## src/hdl/atc_pkg.sv

```systemverilog
package atc_pkg;

    localparam int WINDOW_CHARS_DEFAULT = 8;
    localparam int NUM_PUNCT = 10;
    localparam int NUM_KEYS = 53;
    localparam int KEY_IDX_W = $clog2(NUM_KEYS);

    localparam logic [6:0] KIND_UNKNOWN = 7'd0;
    localparam logic [6:0] KIND_HEX = 7'd1;
    localparam logic [6:0] KIND_BIN = 7'd2;
    localparam logic [6:0] KIND_DEC = 7'd3;
    localparam logic [6:0] KIND_PUNCT0 = 7'd4;
    localparam logic [6:0] KIND_ACCU = 7'd14;
    localparam logic [6:0] KIND_REG0 = 7'd15;
    localparam logic [6:0] KIND_KEY0 = 7'd23;
    localparam logic [6:0] KIND_IDENT = 7'd76;

    typedef struct packed {
        logic [7:0] char_0;
        logic [7:0] char_1;
        logic [7:0] char_2;
        logic [7:0] char_3;
        logic [7:0] char_4;
        logic [7:0] char_5;
        logic [7:0] char_6;
        logic [7:0] char_7;
        logic [3:0] valid_count;
    } atc_in_t;

    typedef struct packed {
        logic [6:0] token_kind;
        logic [3:0] token_length;
        logic       window_overrun;
    } atc_out_t;

    typedef logic [7:0][7:0] atc_window_t;

    typedef struct packed {
        logic                 hit;
        logic [KEY_IDX_W-1:0] index;
        logic [3:0]           length;
    } atc_key_hit_t;

    localparam logic [7:0] PUNCT_CHARS [NUM_PUNCT] = '{
        8'h0a, 8'h20, 8'h2c, 8'h24, 8'h2f, 8'h2b, 8'h2e, 8'h3a, 8'h3b, 8'h23
    };

    // keyword text with its trailing space, right-justified, first char in the top used byte
    localparam logic [63:0] KEY_TEXT [NUM_KEYS] = '{
        64'("nop "), 64'("jbc "), 64'("jb "), 64'("jnb "), 64'("jc "),
        64'("jnc "), 64'("jz "), 64'("jnz "), 64'("sjmp "), 64'("mov "),
        64'("orl "), 64'("anl "), 64'("push "), 64'("pop "), 64'("movx "),
        64'("ajmp "), 64'("acall "), 64'("ljmp "), 64'("lcall "), 64'("reti "),
        64'("ret "), 64'("xrl "), 64'("cpl "), 64'("clr "), 64'("setb "),
        64'("rr "), 64'("rrc "), 64'("rl "), 64'("rlc "), 64'("xlr "),
        64'("jmp "), 64'("movc "), 64'("inc "), 64'("dec "), 64'("add "),
        64'("addc "), 64'("div "), 64'("dubb "), 64'("mul "), 64'("cjne "),
        64'("swap "), 64'("da "), 64'("crl "), 64'("xch "), 64'("djnz "),
        64'("xchd "), 64'("call "), 64'("org "), 64'("db "), 64'("dw "),
        64'("data "), 64'("bit "), 64'("include ")
    };

    function automatic int key_size(input logic [63:0] text);
        int n;
        n = 0;
        for (int i = 0; i < 8; i++)
        begin
            if (text[8*i +: 8] != 8'h00)
            begin
                n++;
            end
        end
        return n;
    endfunction

    function automatic logic is_alpha(input logic [7:0] c);
        return ((c >= "a") && (c <= "z")) || ((c >= "A") && (c <= "Z"));
    endfunction

    function automatic logic is_digit(input logic [7:0] c);
        return (c >= "0") && (c <= "9");
    endfunction

    function automatic logic is_hex(input logic [7:0] c);
        return is_digit(c) || ((c >= "a") && (c <= "f")) || ((c >= "A") && (c <= "F"));
    endfunction

    function automatic logic [7:0] fold(input logic [7:0] c);
        return ((c >= "A") && (c <= "Z")) ? (c + 8'd32) : c;
    endfunction

endpackage

```

## src/hdl/atc_keyword_match.sv

```systemverilog
module atc_keyword_match (
    input  atc_pkg::atc_window_t  folded,
    input  logic [3:0]            valid_count,
    output atc_pkg::atc_key_hit_t key_hit
);
    import atc_pkg::*;

    logic [NUM_KEYS-1:0] hits;

    function automatic logic key_match(
        input atc_window_t chars,
        input logic [3:0]  count,
        input logic [63:0] text
    );
        int   sz;
        logic ok;
        sz = key_size(text);
        ok = 1'b1;
        for (int i = 0; i < 8; i++)
        begin
            if ((i < sz) && (4'(i) < count) && (chars[i] != text[8*(sz-1-i) +: 8]))
            begin
                ok = 1'b0;
            end
        end
        return ok;
    endfunction

    for (genvar k = 0; k < NUM_KEYS; k++)
    begin : g_key
        assign hits[k] = key_match(folded, valid_count, KEY_TEXT[k]);
    end

    // first table entry wins
    always_comb
    begin
        key_hit = '0;
        for (int k = NUM_KEYS - 1; k >= 0; k--)
        begin
            if (hits[k])
            begin
                key_hit.hit    = 1'b1;
                key_hit.index  = KEY_IDX_W'(k);
                key_hit.length = 4'(key_size(KEY_TEXT[k]) - 1);
            end
        end
    end

endmodule

```

## src/hdl/atc_classify.sv

```systemverilog
module atc_classify #(
    parameter int WINDOW_CHARS = atc_pkg::WINDOW_CHARS_DEFAULT
) (
    input  atc_pkg::atc_in_t  req,
    output atc_pkg::atc_out_t result
);
    import atc_pkg::*;

    atc_window_t  w;
    atc_window_t  wf;
    atc_key_hit_t key_hit;
    logic [3:0]   hex_run;
    logic [3:0]   id_run;
    logic [7:0]   num_next;
    logic [7:0]   num_last;
    logic         punct_hit;
    logic [3:0]   punct_idx;
    logic         reg_hit;
    logic [2:0]   reg_idx;
    logic         accu_hit;

    assign w[0] = req.char_0;
    assign w[1] = req.char_1;
    assign w[2] = req.char_2;
    assign w[3] = req.char_3;
    assign w[4] = req.char_4;
    assign w[5] = req.char_5;
    assign w[6] = req.char_6;
    assign w[7] = req.char_7;

    for (genvar i = 0; i < 8; i++)
    begin : g_fold
        assign wf[i] = fold(w[i]);
    end

    atc_keyword_match u_keys (
        .folded      (wf),
        .valid_count (req.valid_count),
        .key_hit     (key_hit)
    );

    // run lengths: index of the first character that breaks the run
    always_comb
    begin
        hex_run = 4'd8;
        id_run  = 4'd8;
        for (int i = 7; i >= 0; i--)
        begin
            if (!is_hex(w[i]))
            begin
                hex_run = 4'(i);
            end
            if (!(is_alpha(w[i]) || is_digit(w[i])))
            begin
                id_run = 4'(i);
            end
        end
    end

    // positions past the inputs read as zero
    assign num_next = hex_run[3] ? 8'h00 : w[hex_run[2:0]];
    assign num_last = w[3'(hex_run - 4'd1)];

    always_comb
    begin
        punct_hit = 1'b0;
        punct_idx = '0;
        for (int i = NUM_PUNCT - 1; i >= 0; i--)
        begin
            if (w[0] == PUNCT_CHARS[i])
            begin
                punct_hit = 1'b1;
                punct_idx = 4'(i);
            end
        end
    end

    assign accu_hit = (w[0] == "A") && !is_alpha(w[1]);

    always_comb
    begin
        reg_hit = 1'b0;
        reg_idx = '0;
        for (int r = 7; r >= 0; r--)
        begin
            if (((req.valid_count == 4'd0) || (wf[0] == "r")) &&
                ((req.valid_count < 4'd2) || (wf[1] == (8'h30 + 8'(r)))) &&
                !is_alpha(w[2]))
            begin
                reg_hit = 1'b1;
                reg_idx = 3'(r);
            end
        end
    end

    always_comb
    begin
        result = '0;
        if (is_digit(w[0]))
        begin
            result.window_overrun = ({1'b0, hex_run} >= 5'(WINDOW_CHARS));
            if ((num_next == "h") || (num_next == "H"))
            begin
                result.token_kind   = KIND_HEX;
                result.token_length = hex_run + 4'd1;
            end
            else if ((num_last == "b") || (num_last == "B"))
            begin
                result.token_kind   = KIND_BIN;
                result.token_length = hex_run;
            end
            else
            begin
                result.token_kind   = KIND_DEC;
                result.token_length = hex_run;
            end
        end
        else if (punct_hit)
        begin
            result.token_kind   = KIND_PUNCT0 + 7'(punct_idx);
            result.token_length = 4'd1;
        end
        else if (accu_hit)
        begin
            result.token_kind   = KIND_ACCU;
            result.token_length = 4'd1;
        end
        else if (reg_hit)
        begin
            result.token_kind   = KIND_REG0 + 7'(reg_idx);
            result.token_length = 4'd2;
        end
        else if (key_hit.hit)
        begin
            result.token_kind   = KIND_KEY0 + 7'(key_hit.index);
            result.token_length = key_hit.length;
        end
        else if (is_alpha(w[0]))
        begin
            result.token_kind     = KIND_IDENT;
            result.token_length   = id_run + 4'd1;
            result.window_overrun = ({1'b0, id_run} >= 5'(WINDOW_CHARS));
        end
    end

endmodule

```

## src/hdl/asm_token_classifier_unit.sv

```systemverilog
// Assembler token classifier.
// A request carries an 8-character text window and the remaining text
// length; the response gives the kind and length of the window's first
// token plus a flag for a run that reached the window end.
// Both channels are valid/ready; a request is taken when req_valid and
// req_ready are high at a clock edge, a response when rsp_valid and
// rsp_ready are.
// Two register stages: the request register feeds the classifier logic,
// whose result lands in the response register. A staged request moves
// into the response register when that register is empty or being read.
// Throughput is one request per cycle while rsp_ready stays high; the
// request register and the response register each hold one item.
// While rsp_ready is low the response holds, and the request stage still
// takes one more request before req_ready drops.
// rst_n (asynchronous, active low) empties both stages.
module asm_token_classifier_unit #(
    parameter int WINDOW_CHARS = atc_pkg::WINDOW_CHARS_DEFAULT
) (
    input  logic              clk,
    input  logic              rst_n,
    input  logic              req_valid,
    output logic              req_ready,
    input  atc_pkg::atc_in_t  req_data,
    output logic              rsp_valid,
    input  logic              rsp_ready,
    output atc_pkg::atc_out_t rsp_data
);
    import atc_pkg::*;

    logic     s1_valid_reg;
    logic     s1_valid_next;
    atc_in_t  s1_data_reg;
    atc_in_t  s1_data_next;
    logic     rsp_valid_reg;
    logic     rsp_valid_next;
    atc_out_t rsp_data_reg;
    atc_out_t rsp_data_next;
    atc_out_t cls_result;
    logic     s2_ready;

    atc_classify #(
        .WINDOW_CHARS (WINDOW_CHARS)
    ) u_classify (
        .req    (s1_data_reg),
        .result (cls_result)
    );

    assign s2_ready  = !rsp_valid_reg || rsp_ready;
    assign req_ready = !s1_valid_reg || s2_ready;

    always_comb
    begin
        s1_valid_next  = req_ready ? req_valid : s1_valid_reg;
        s1_data_next   = (req_valid && req_ready) ? req_data : s1_data_reg;
        rsp_valid_next = s2_ready ? s1_valid_reg : rsp_valid_reg;
        rsp_data_next  = (s2_ready && s1_valid_reg) ? cls_result : rsp_data_reg;
    end

    always_ff @(posedge clk or negedge rst_n)
    begin
        if (!rst_n)
        begin
            s1_valid_reg  <= 1'b0;
            rsp_valid_reg <= 1'b0;
        end
        else
        begin
            s1_valid_reg  <= s1_valid_next;
            rsp_valid_reg <= rsp_valid_next;
        end
    end

    always_ff @(posedge clk)
    begin
        s1_data_reg  <= s1_data_next;
        rsp_data_reg <= rsp_data_next;
    end

    assign rsp_valid = rsp_valid_reg;
    assign rsp_data  = rsp_data_reg;

    a_advance: assert property (@(posedge clk) disable iff (!rst_n)
        (s1_valid_reg && s2_ready) |=> rsp_valid_reg)
        else $error("staged request did not reach the response register");

    a_unknown: assert property (@(posedge clk) disable iff (!rst_n)
        (rsp_valid_reg && (rsp_data_reg.token_kind == KIND_UNKNOWN)) |->
        ((rsp_data_reg.token_length == 4'd0) && !rsp_data_reg.window_overrun))
        else $error("unknown token with nonzero length or overrun");

    a_overrun: assert property (@(posedge clk) disable iff (!rst_n)
        (rsp_valid_reg && rsp_data_reg.window_overrun) |->
        (((rsp_data_reg.token_kind == KIND_HEX) || (rsp_data_reg.token_kind == KIND_BIN) ||
          (rsp_data_reg.token_kind == KIND_DEC) || (rsp_data_reg.token_kind == KIND_IDENT)) &&
         (rsp_data_reg.token_length >= 4'd8)))
        else $error("overrun flagged on a token without a full-window run");

    a_ident: assert property (@(posedge clk) disable iff (!rst_n)
        (rsp_valid_reg && (rsp_data_reg.token_kind == KIND_IDENT)) |->
        (rsp_data_reg.token_length >= 4'd2))
        else $error("identifier length below run plus one");

endmodule
```

## config.mk

```make
export PLATFORM = sky130hd
export DESIGN_NAME = asm_token_classifier_unit
export DESIGN_NICKNAME = d
export VERILOG_FILES = /design/src/hdl/atc_pkg.sv /design/src/hdl/atc_keyword_match.sv /design/src/hdl/atc_classify.sv /design/src/hdl/asm_token_classifier_unit.sv
export SDC_FILE = /design/constraint.sdc
export NUM_CORES = 1
export LEC_CHECK = 0
export BUFFER_PORTS_ARGS = -buffer_cell sky130_fd_sc_hd__buf_2
export CORE_MARGIN = 2
export CORE_UTILIZATION = 35
export DETAILED_ROUTE_END_ITERATION = 8
export GPL_ROUTABILITY_DRIVEN = 1
export SLEW_MARGIN = 20
export SYNTH_ARGS = -nofsm -noshare
export SYNTH_HDL_FRONTEND = slang
export SYNTH_HIERARCHICAL = 1
export SYNTH_SLANG_ARGS = --single-unit
```

## constraint.sdc

```tcl
create_clock -name clk -period 5.7 [get_ports clk]
set_input_delay 0.57 -clock clk [delete_from_list [all_inputs] [get_ports clk]]
set_output_delay 0.57 -clock clk [all_outputs]
set_load 0.01 [all_outputs]
```

==> results.toml, run 1 <==
[synthesis]
synth_cells = 1041
ys_seq_elements = 82
ys.flop_type = "edfxtp_1"
syn_area_per_cell_sq_um = 8.29
synth_edf_count = 80
yosysWarnings = 6
synthArstFlopShare_pct = 2.44
synth_area_sq_um = 8630
syn_nets = 1143
synth_cell_type_count = 105
yosysSeqAreaShare_pct = 28.4

[cts]
htree_levels = 3
cts-root-buf = "clkbuf_16"
cts_tree = "yes"
cts_buffers = 9
cts_num_sinks = 82
post_cts_buffers = 0
clk_latency_ns = 0.35
cts_buffer_depth = 2
path_clk_slew_ns = 0.07

[layout]
final_cell_mix = "buf_2, nor2_1, edfxtp_1"
multi_input_area_sq_um = 5820
nets = 1234
final-seq-area_sq_um = 2450
largest_register_ffs = 68
drive_gt1_share_pct = 17.3
n_fill_cell = 2509
syn2layout_area_growth_pct = 14.8
diodes = 0

[die]
die_w_microns = 161
core_area_sq_um = 24200
rows = 57
chipHeight_microns = 161
die_area_sq_um = 25900
num_io_pins = 86
start_util_pct = 35.6

[global_routing]
grt_pass1_wl_mm = 45.0
grt_pass1_vias = 8315
grt_max_degree = 69
track_usage_pct = 21.7
grt-ovfl-total = 0
antenna_found_initial = 0

[critical_path]
worstPathCellList = "inv_1, ha_1, nand2b_1, o22ai_1, nand3_1, inv_1, a21oi_1, nor4bb_1, buf_4, a41oi_1, nor4_1, or4_1, nor2b_1, o211ai_1, o21ai_0, nand2_1, or3_1, xor2_1, a21oi_1, o221ai_1, and3_1"
setup.worst_path.start_class = "flip-flop"
end_kind = "flip-flop"
crit_required_ns = 5.81
crit_type = "flip-flop to flip-flop"
worstPathMaxFanout = 9
cp_slowest_cell = "a41oi_1"
cp_num_buf_inv = 3
critical_path_arrival_ns = 5.50
cp_slowest_stage_delay_ns = 0.67
cp_top_family = "simple AND/OR/NAND/NOR gates"

[placed_design]
hpwl_mm = 22.4
port_buffers = 85
place_congestion = 1.01
dp_slack_ns = 0.266

[timing]
worst_hold_slack_ns = 0.382
timing.fmax_ghz = 0.186
tns_ns = 0
fin_crit_sh_pct = 94.6
rsz0062_at_grt = "no"
min_period_ns = 5.39
setup_viol = 0
worst_pin_slew_ns = 1.08
slew_viol_final = 0
worst_slack_ns = 0.310
hold_viol = 0
finClkSkew_ns = 0.00453
relSlewSlack_pct = 28.2

[flow_run]
cap_viol_max_count = 0

[power]
powerDensity_nw_per_um2 = 177
p_leak_nw = 3.72
irDropWorstVdd_mv = 0.157

[routing]
via_per_inst = 6.20
drc = 0
drtAntennaViolNets = 0
wire_per_inst_microns = 19.7
drtPass1Iterations = 7
num_vias = 9064
wirelength_mm = 28.8
first_iter_violations = 938

[status]
status = "finished, final reports clean"

[min_path]
hp-class = "input pin to flip-flop"
-- final cells by class --
class	count	share of cell area, %
Clock buffer	9	2.27
Clock inverter	7	0.720
Inverter	37	1.41
Multi-Input combinational cell	868	58.7
Sequential cell	82	24.7
Tap cell	324	4.09
Timing Repair Buffer	134	8.03
-- power by group --
part / internal [W] / leakage (nW) / switching, W
Clock: 0.000309 / 0.139 / 0.000284
Combinational: 0.000151 / 2.79 / 0.000241
Sequential: 0.000713 / 0.795 / 0.0000569
Total: 0.00117 / 3.72 / 0.000582
-- repair_timing --
| action | in CTS | in global routing |
|---|---|---|
| setup endpoints to repair | 0 | 10 |
| endpoints found under the hold margin | 2 | 0 |
| resized for setup | 0 | 4 |
| hold buffers | 1 | 0 |
-- final timing paths --
kind / start / end / slack (ns) / cells past startpoint
setup / recovery: s1_data_reg[49] / rsp_data[8] / 0.31 / 21
hold / removal: req_data[16] / s1_data_reg[16] / 0.38 / 1
setup reg to reg: s1_data_reg[49] / rsp_data[8] / 0.31 / 21
hold reg to reg: s1_valid_reg / rsp_valid / 0.55 / 1
max in group asynchronous: rst_n / s1_valid_reg / 5.08 / 2
min in group asynchronous: rst_n / rsp_valid / 0.53 / 2
-- metal layers --
layer	global-route usage, %	vias up	wire length (microns)
met1	29.4	4283	12700
met4	7.71	0	853
met2	33.9	422	12700
li1	-	4295	-
met3	5.21	64	2440
met5	0	-	0
-- cell families (layout without fill, tap and decap cells) --
family / Yosys count / count (layout) / synth area share, %
xor gates and xnor gates: 17 / 17 / 1.73
AOI/OAI and AO/OA: 341 / 341 / 28.3
other: 1 / 1 / 0.0435
adders and majority gates: 30 / 30 / 4.35
muxes: 6 / 6 / 0.696
DFF: 82 / 82 / 28.4
buffers and inverters: 91 / 187 / 4.42
and+or+nand+nor: 473 / 473 / 32.0
-- metrics by stage --
stage / util (%) / total power, W / instance area [sq um] / std cells
CTS: 40.8 / 0.00176 / 9890 / 1461
detailed placement: 39.5 / 0.00116 / 9580 / 1444
global route: 40.9 / 0.00184 / 9910 / 1461
global placement: 39.5 / 0.00116 / 9580 / 1444
finish: 40.9 / 0.00175 / 9910 / 1461
floorplan: - / 0.00102 / 8630 / 1041
-- worst register-to-register path: cells and delay by family, from the launching register on --
kind                       cells  cell delay [ns]
AOI/OAI and AO/OA              7             1.65
buffers and inverters          3             0.44
and+or+nand+nor                9             2.23
DFF                            1             0.52
xor gates and xnor gates       1             0.16
adders and majority gates      1             0.15
-- synth_stat cells (6+ instances only) --
cell       count  area share, %
ha_1          30            4.3
nor3b_1       14            1.2
o21ai_1        6           0.35
and4b_1        6           0.70
edfxtp_1      80             28
a41o_1         6           0.70
xnor2_1       11            1.1
a41oi_1       11            1.1
nor4b_1        9           0.91
o21a_1         9           0.78
nor4bb_1       8           0.93
o31ai_1        6           0.52
buf_2         13           0.75
a211oi_1       8           0.70
nand3b_1       7           0.61
inv_1         34            1.5
nor3_1        27            1.6
nand2b_1      39            2.8
nand4b_1      13            1.3
and2_1         9           0.65
o211ai_1      15            1.3
nor2b_1       20            1.4
o22ai_1       16            1.2
xor2_1         6           0.61
a21o_1        14            1.2
clkbuf_1      36            1.6
a21oi_1       72            4.2
mux2i_1        6           0.70
or4_1         14            1.2
nand4_1       18            1.3
a22oi_1       12            1.0
nand3_1       41            2.4
or3_1         12           0.87
a31oi_1       29            2.1
nor4_1        28            2.0
nand2_1       73            3.2
a32oi_1        7           0.71
o2bb2ai_1      8           0.81
nor2_1        85            3.7
and3_1        11           0.80
o21ai_0       49            2.8
No activity file was read; power rests on OpenSTA's default activity.
==> run 2, diff against run 1 <==
--- a/config.mk
+++ b/config.mk
@@ -5,11 +5,13 @@
 export SDC_FILE = /design/constraint.sdc
 export NUM_CORES = 1
 export LEC_CHECK = 0
+export ABC_AREA = 1
 export BUFFER_PORTS_ARGS = -buffer_cell sky130_fd_sc_hd__buf_2
-export CORE_MARGIN = 2
+export CORE_MARGIN = 3
 export CORE_UTILIZATION = 35
 export DETAILED_ROUTE_END_ITERATION = 8
 export GPL_ROUTABILITY_DRIVEN = 1
+export PLACE_DENSITY = 0.58
 export SLEW_MARGIN = 20
 export SYNTH_ARGS = -nofsm -noshare
 export SYNTH_HDL_FRONTEND = slang
==> results.toml, run 2 <==
[synthesis]
synth_cells = 1479
ys_seq_elements = 82
synth_top_cell_by_area = "edfxtp_1"
syn_area_per_cell_sq_um = 6.20
synthTopCellsByCount = "nand2_1, inv_1, nor2_1"
yosysWarnings = 6
syn_nets = 1581
ys.flop_type = "edfxtp_1"
synth.most_common_cell = "nand2_1"
synth_top_area_share_pct = 26.2
synth_area_sq_um = 9160
synthArstFlopShare_pct = 2.44
synthTopCellsByArea = "edfxtp_1, nand2_1, inv_1"
yosysSeqAreaShare_pct = 26.8
synth_edf_count = 80
synth_cell_type_count = 61

[placed_design]
placedCellCount = 1991
dpl_cell_area_sq_um = 10700
hpwl_mm = 24.2
place_congestion = 0.932
port_buffers = 85

[cts]
htree_levels = 3
clk_latency_ns = 0.35
cts-root-buf = "clkbuf_16"
cts_buffers = 9
cts_num_sinks = 82
path_clk_slew_ns = 0.07
cts_buffer_depth = 2
cts_tree = "yes"

[power]
irDropWorstVdd_mv = 0.132
powerDensity_nw_per_um2 = 164
p_leak_nw = 5.77

[routing]
wirelength_mm = 30.3
first_iter_violations = 835
wire_per_inst_microns = 14.7
drc = 0
drtPass1Iterations = 5
num_vias = 10557
drtAntennaViolNets = 0
via_per_inst = 5.13

[timing]
setup_viol = 0
timing.fmax_ghz = 0.180
fin_crit_sh_pct = 97.6
finClkSkew_ns = 0.00943
relSlewSlack_pct = 42.9
min_period_ns = 5.56
slew_viol_final = 0
rsz0062_at_grt = "yes"
hold_viol = 0
worst_pin_slew_ns = 0.856
tns_ns = 0

[critical_path]
rrSetupSlack_ns = 0.14
cp-startpoint = "s1_data_reg[50]"
end_kind = "flip-flop"
r2r_cells = 68
setup.worst_path.start_class = "flip-flop"
worstPathMaxFanout = 5
cp_slowest_cell = "edfxtp_1"
regToRegStartpoint = "s1_data_reg[50]"
cp_num_buf_inv = 7
path_depth = 68
path_common_cell = "nand2_1"
crit_required_ns = 5.89
critical_path_arrival_ns = 5.75
cp_slowest_stage_delay_ns = 0.54
cp_top_family = "simple AND/OR/NAND/NOR gates"
crit_type = "flip-flop to flip-flop"
r2r_end = "rsp_data[8]"
crit_end = "rsp_data[8]"

[layout]
finalInstanceArea_sq_um = 12100
n_fill_cell = 2568
utilization_pct = 47.4
drive_gt1_share_pct = 28.1
syn2layout_area_growth_pct = 31.8
diodes = 0
final_common_cell = "nand2_1"
nets = 1824
final_cell_mix = "nand2_1, inv_1, nor2_1"
largest_register_ffs = 68
fin_cells = 2057

[die]
die_area_sq_um = 28200
die_w_microns = 168
core_area_sq_um = 25500
start_util_pct = 36.0
rows = 58
chipHeight_microns = 168
num_io_pins = 86

[global_routing]
grt_pass1_vias = 9440
grt_max_degree = 63
grt-ovfl-total = 0
antenna_found_initial = 0
track_usage_pct = 20.3
grt_pass1_wl_mm = 47.0

[status]
status = "finished, final reports clean"

[flow_run]
cap_viol_max_count = 0

[min_path]
hp-class = "input pin to flip-flop"
## run 2: through the flow
step	power (W)	setup slack [ns]	hold slack [ns]
finish	0.00197	0.139	0.387
global route	0.00209	-0.580	0.373
CTS	0.00190	0.00253	0.376
detailed placement	0.00131	-0.0603	0.358
global placement	0.00131	-0.000260	0.356
floorplan	0.00111	0.434	0.274
## run 2: kinds of logic after synthesis
| group | synth area share [%] |
|---|---|
| other | 0.0409 |
| and+or+nand+nor | 44.2 |
| adders and majority gates | 4.10 |
| xor gates and xnor gates | 0.956 |
| buffers and inverters | 10.7 |
| AOI/OAI and AO/OA | 13.3 |
| DFF | 26.8 |
## run 2: worst min path at each step
stage	cells after the start	from	slack, ns	to
floorplan	0	rst_n	0.27	rsp_valid
global placement	1	rst_n	0.36	s1_valid_reg
detailed placement	1	rst_n	0.36	s1_valid_reg
CTS	1	req_data[25]	0.38	s1_data_reg[25]
global route	1	req_data[26]	0.37	s1_data_reg[26]
finish	1	req_data[27]	0.39	s1_data_reg[27]
## run 2: final cells by class
| cell class | instances | area, sq um | share of cell area [%] |
|---|---|---|---|
| sequential | 82 | 2450 | 20.3 |
| timing repair buffer | 242 | 1640 | 13.6 |
| inverter | 242 | 916 | 7.58 |
| clock inverter | 4 | 52.6 | 0.435 |
| clock buffer | 12 | 236 | 1.96 |
| multi-input combinational | 1145 | 6360 | 52.7 |
| tap | 330 | 413 | 3.42 |
## run 2: worst register-to-register path: cells and delay by family (launching register included)
kind | cells | cell delay (ns)
buffers and inverters | 7 | 0.72
adder cells (fa/ha/maj) | 1 | 0.13
flip-flops | 1 | 0.54
AO/OA/AOI/OAI | 5 | 0.67
XOR/XNOR | 1 | 0.17
AND/OR/NAND/NOR | 54 | 3.19
## run 2: what timing repair did
action	4_1_cts	5_1_grt
gates resized for setup	2	182
buffers inserted	0	50
pin swaps	0	67
endpoints found under the setup margin	3	8
endpoints found under the hold margin	2	0
hold buffers	1	0
## run 2: metal layers
| layer | part of all wire (%) | routed length, microns | track usage, % | vias up |
|---|---|---|---|---|
| met1 | 46 | 14000 | 28.6 | 4827 |
| met2 | 47 | 14200 | 32.9 | 304 |
| met4 | 2.5 | 753 | 6.23 | 0 |
| met5 | 0 | 0 | 0 | - |
| met3 | 4.5 | 1370 | 2.28 | 42 |
| li1 | - | - | - | 5384 |
## run 2: where the power goes
group          switching, W  internal [W]
Clock              0.000248      0.000340
Combinational      0.000392      0.000233
Sequential        0.0000449      0.000717
Total              0.000685       0.00129
